### src/rtl/core/qrs_pkg.sv
// Shared types and constants for the quadratic root solver.
`default_nettype none

package qrs_pkg;

   localparam int CoeffWidthDef  = 16;
   localparam int ResultWidthDef = 32;
   // -b is scaled to units of 2^-15; the radicand carries 30 extra fraction bits.
   localparam int NegBShift      = 15;
   localparam int RadShift       = 30;

   typedef logic [1:0] kind_type;

   localparam kind_type KIND_TWO_REAL = 2'd0;
   localparam kind_type KIND_REPEATED = 2'd1;
   localparam kind_type KIND_COMPLEX  = 2'd2;
   localparam kind_type KIND_A_ZERO   = 2'd3;

   typedef struct packed {
      kind_type kind;
      logic     neg_first;
      logic     neg_second;
   } div_tag_type;

endpackage

`default_nettype wire

### src/rtl/core/qrs_disc.sv
// Product and discriminant stages: classify the roots and form -b scaled.
`default_nettype none

module qrs_disc #(
   parameter int COEFF_WIDTH = 16
) (
   input  wire                                    clock,
   input  wire                                    reset,
   input  wire                                    en,
   input  wire                                    in_valid,
   input  wire signed [COEFF_WIDTH-1:0]           coeff_a,
   input  wire signed [COEFF_WIDTH-1:0]           coeff_b,
   input  wire signed [COEFF_WIDTH-1:0]           coeff_c,
   output logic                                   out_valid,
   output qrs_pkg::kind_type                      out_kind,
   output logic signed [COEFF_WIDTH-1:0]          out_a,
   output logic signed [COEFF_WIDTH+qrs_pkg::NegBShift+1:0] out_nb,
   output logic [2*COEFF_WIDTH:0]                 out_dmag
);
   import qrs_pkg::*;

   localparam int CW  = COEFF_WIDTH;
   localparam int DW  = 2*CW + 3;
   localparam int MW  = 2*CW + 1;
   localparam int NBW = CW + NegBShift + 2;

   logic                   v1_ff;
   logic signed [CW-1:0]   a1_ff;
   logic signed [CW-1:0]   b1_ff;
   logic signed [2*CW-1:0] bb_ff;
   logic signed [2*CW-1:0] ac_ff;
   logic signed [2*CW-1:0] bb_in;
   logic signed [2*CW-1:0] ac_in;

   logic                   v2_ff;
   kind_type               kind_ff;
   kind_type               kind_in;
   logic signed [CW-1:0]   a2_ff;
   logic signed [NBW-1:0]  nb_ff;
   logic signed [NBW-1:0]  nb_in;
   logic [MW-1:0]          dmag_ff;
   logic [MW-1:0]          dmag_in;
   logic signed [DW-1:0]   d_in;
   logic signed [NBW-1:0]  b_ext;

   assign bb_in = (2*CW)'(coeff_b) * (2*CW)'(coeff_b);
   assign ac_in = (2*CW)'(coeff_a) * (2*CW)'(coeff_c);

   always_ff @(posedge clock) begin
      if (reset) begin
         v1_ff <= 1'b0;
      end else if (en) begin
         v1_ff <= in_valid;
      end
   end

   always_ff @(posedge clock) begin
      if (en) begin
         a1_ff <= coeff_a;
         b1_ff <= coeff_b;
         bb_ff <= bb_in;
         ac_ff <= ac_in;
      end
   end

   assign d_in  = DW'(bb_ff) - (DW'(ac_ff) <<< 2);
   assign b_ext = NBW'(b1_ff);
   assign nb_in = -(b_ext <<< NegBShift);
   assign dmag_in = d_in[DW-1] ? MW'(-d_in) : MW'(d_in);

   always_comb begin
      if (a1_ff == '0) begin
         kind_in = KIND_A_ZERO;
      end else if (d_in == '0) begin
         kind_in = KIND_REPEATED;
      end else if (d_in[DW-1]) begin
         kind_in = KIND_COMPLEX;
      end else begin
         kind_in = KIND_TWO_REAL;
      end
   end

   always_ff @(posedge clock) begin
      if (reset) begin
         v2_ff <= 1'b0;
      end else if (en) begin
         v2_ff <= v1_ff;
      end
   end

   always_ff @(posedge clock) begin
      if (en) begin
         kind_ff <= kind_in;
         a2_ff   <= a1_ff;
         nb_ff   <= nb_in;
         dmag_ff <= dmag_in;
      end
   end

   assign out_valid = v2_ff;
   assign out_kind  = kind_ff;
   assign out_a     = a2_ff;
   assign out_nb    = nb_ff;
   assign out_dmag  = dmag_ff;

endmodule

`default_nettype wire

### config.mk
export PLATFORM = sky130hd
export DESIGN_NAME = qrs_disc
export DESIGN_NICKNAME = d
export VERILOG_FILES = /design/src/rtl/core/qrs_pkg.sv /design/src/rtl/core/qrs_disc.sv
export SDC_FILE = /design/constraint.sdc
export NUM_CORES = 2
export LEC_CHECK = 0
export ABC_AREA = 0
export CAP_MARGIN = 20
export CORE_MARGIN = 5
export CORE_UTILIZATION = 45
export CTS_BUF_LIST = sky130_fd_sc_hd__clkbuf_8
export CTS_CLUSTER_DIAMETER = 200
export DETAILED_ROUTE_END_ITERATION = 6
export DONT_BUFFER_PORTS = 1
export GPL_TIMING_DRIVEN = 1
export PLACE_DENSITY_LB_ADDON = 0.12
export SYNTH_ARGS = -nofsm -noshare
export SYNTH_HDL_FRONTEND = slang
export SYNTH_SLANG_ARGS = --single-unit
### constraint.sdc
create_clock -name clock -period 11.2 [get_ports clock]
set_input_delay 2.8 -clock clock [delete_from_list [all_inputs] [get_ports clock]]
set_output_delay 2.8 -clock clock [all_outputs]
set_load 0.02 [all_outputs]
==> metrics.md <==
| Metric | Value |
|---|---|
| Initial antenna violation count | `1` |
| Post-synth cell types | `73` |
| Post-synthesis register bit count | `roughly 160` |
| Yosys warns | `0` |
| Total GRT Usage | `0.194` |
| Number of global-route vias before repair | `19257` |
| Clk_lat worst skew | `~0.56 ns` |
| Reg2reg setup slack | `~6.7 ns` |
| Fmax | `0.117 GHz` |
| Clock buffer depth | `2` |
| 1st-iter DRT viols | `between 900 and 1000` |
| Post-CTS sizing | `0` |
| Critical-path cell list | `and2_1 > fa_1 > inv_1 > fa_1 > fa_1 > fa_1 > inv_1 > fa_1 > fa_1 > ha_1 > a21o_1 > a21o_1 > a21o_1 > a22o_1 > a211oi_1 > o21ai_0 > a2111o_1 > a31o_2 > a21oi_1 > xnor2_1` |
| Buf/Inv on CP | `2` |
| Sequential cell area fraction in the yosys report | `0.184` |
| FP Rows | `89` |
| CTS clk-pin slew, worst paths | `0.11 ns` |
| Reg-to-Reg Start | `bb_ff[2]` |
| Ys flop type | `edfxtp_1` |
| I/O Pins | `about 140` |
| CTS tree | `built` |
| Slew @ Worst Pin | `0.937 ns` |
| Final GP Congestion | `0.835` |
| CTS root buffer | `clkbuf_8` |
| Hold Crit Depth | `0` |
| Area leader, netlist | `fa_1` |
| Count leader, synth | `inv_1` |
| Grt total ovfl | `0` |
| Clock buffer count from CTS | `17` |
| Vias/cell | `5.19` |
| Die width | `around 250 um` |
| First-pass DRT Iterations | `6` |
| Nets | `3385` |
| Pre-CTS setup slack | `2.02 ns` |
| Setup TNS | `0 ns` |
| Final Core Density | `0.471` |
| Min Clock Period, post-route | `around 8.6 ns` |
| Top-area cell type share of the netlist area | `0.371` |
| Crit end category | `register` |
| Antenna-violating nets left | `0` |
| Number of enable flip-flop cells after synthesis | `162` |
| Pin count of the biggest net entering global routing | `around 170` |
| Die area | `64300 um^2` |
| Hpwl dp | `47900 um` |
| Most frequent CP cell | `fa_1` |
| Worst path max stage delay | `~0.54 ns` |
| Synthesized area | `about 27000 um^2` |
| Critical path peak fanout | `17` |
| Rel. slew slack | `0.370` |
| Global-route wire length before repair | `between 90000 and 100000 um` |
| PnR worst setup slack | `around 2.6 ns` |
| Status | `finished, final reports clean` |
| Die height | `253 um` |
| # hold bufs at CTS | `0` |
| Mapped Avg Cell Area | `slightly below 10 um^2` |
| H-tree depth reported by CTS | `4` |
| Layout Skew | `approximately 0.020 ns` |
| Area grow syn2layout | `3.91%` |
| Worst hold-check path type | `register to register` |
| FILL cells | `between 5000 and 6000` |
| Fin. Hold Viols | `0` |
| Syn Inst Count | `around 2700` |
| Slowest-stage cell, CP | `fa_1` |
| R2r worst-path depth | `14` |
| Core ar. | `about 60000 um^2` |
| Worst setup SP type | `input port` |
| Final period utilization | `0.766` |
| Total wire length | `about 59000 um` |
| Worst path top cell family by delay | `adder cells` |
| FF-to-FF End | `out_dmag[30]` |
| Top post-synthesis cells by area | `fa_1 (37%), edfxtp_1 (18%), ha_1 (9.7%), inv_1 (9.0%), and2_1 (4.1%)` |
| Post-synth top cells | `inv_1 (642), fa_1 (495), nand2_1 (239), ha_1 (207), and2_1 (173)` |
| Via count | `approximately 18000` |
| Worst Path Arrival | `~8.9 ns` |
| Hold path startpoint | `a1_ff[12]` |
| RSZ-0062 raised after global routing | `false` |
| Proportion of layout cells with a drive suffix above 1 | `0.0238` |
| Sink Count | `164` |
| # Max-Cap Violations | `0` |
| Setup Buffers After CTS | `0` |
| Worst EP required | `approximately 12 ns` |
| Port bufs | `0` |
| Post-synthesis async set-or-reset flop share | `0` |
| Max Transition Viols Final | `0` |
| WS Path Type | `input port to register` |
| Worst Hold Path EP | `out_a[12]` |
| Drt wl/cell | `about 17 um` |
| Initial Util | `0.453` |
| Drt drc | `0` |
| Final setup fails | `0` |
==> layout make-up <==
class,instances,area [um^2],share of cell area
multi-input cells,1804,19000,0.685
flip-flops and latches,164,4900,0.177
inverters,642,2410,0.0869
well taps,773,967,0.0349
clock buffers,17,234,0.00844
clock inverters,15,201,0.00727
repair buffers,2,15.0,0.000542
diodes,1,2.50,0.0000903
==> state kept, by name, indices dropped and copies added (netlist names) <==
register,cells
a1_ff,16
ac_ff,32
b1_ff,16
bb_ff,30
out_a,16
out_dmag,32
out_kind,2
out_nb,18
out_valid,1
v1_ff,1
==> per-stage QoR <==
stage / std cells / cell area, um^2 / hold slack (ns)
floorplan: 2705 / 26700 / 0.427
global placement: 3385 / 27300 / 0.435
detailed placement: 3385 / 27300 / 0.435
CTS: 3417 / 27700 / 0.461
global route: 3418 / 27700 / 0.468
finish: 3418 / 27700 / 0.460
==> layout by cell type (no fill, tap or decap), drive strengths merged, types with 16 or more instances in the layout <==
cell type  Yosys  routed
xnor2        103     103
o21ai         36      36
a21oi         94      94
a21o          41      41
ha           207     207
clkbuf        71      17
edfxtp       162     162
nor4          16      16
nor2         112     112
nand3         22      22
and2         173     173
nand2        239     239
inv          642     649
nand4         17      17
xor2          41      41
fa           495     495
==> worst max path at each step <==
stage | startpoint | endpoint | slack [ns] | cells after the start
detailed placement | coeff_a[7] | ac_ff[30] | 2.02 | 20
global placement | coeff_a[7] | ac_ff[30] | 2.07 | 20
floorplan | coeff_a[10] | ac_ff[30] | 2.26 | 20
global route | coeff_a[7] | ac_ff[30] | 2.34 | 20
finish | coeff_a[7] | ac_ff[30] | 2.62 | 20
CTS | coeff_a[7] | ac_ff[30] | 2.67 | 20
==> routing by layer <==
metal / global-route usage / part of all wire
met1: 0.265 / 0.43
met2: 0.327 / 0.50
met3: 0.0298 / 0.044
met4: 0.0515 / 0.022
met5: 0 / 0
==> logic make-up after synthesis <==
logic type,after synthesis,synth area share
simple gates,654,0.122
flops,164,0.184
xor+xnor,144,0.0473
compound gates,283,0.0699
buf+inv,737,0.106
mux,6,0.00230
other cells,1,0.000141
fa+ha+maj,702,0.469
==> worst reg2reg max path: cells and delay by family, from the launching register on <==
kind                       cells  cell delay [ns]
AOI/OAI and AO/OA              4             0.85
DFF                            1             0.37
buffers and inverters          2             0.22
adders and majority gates      2             0.62
xor gates and xnor gates       2             0.50
and+or+nand+nor                4             1.65
Power is left out: the tool's default activity adds up to more than one toggle a clock period on the data nets, which glitch-free logic cannot reach.
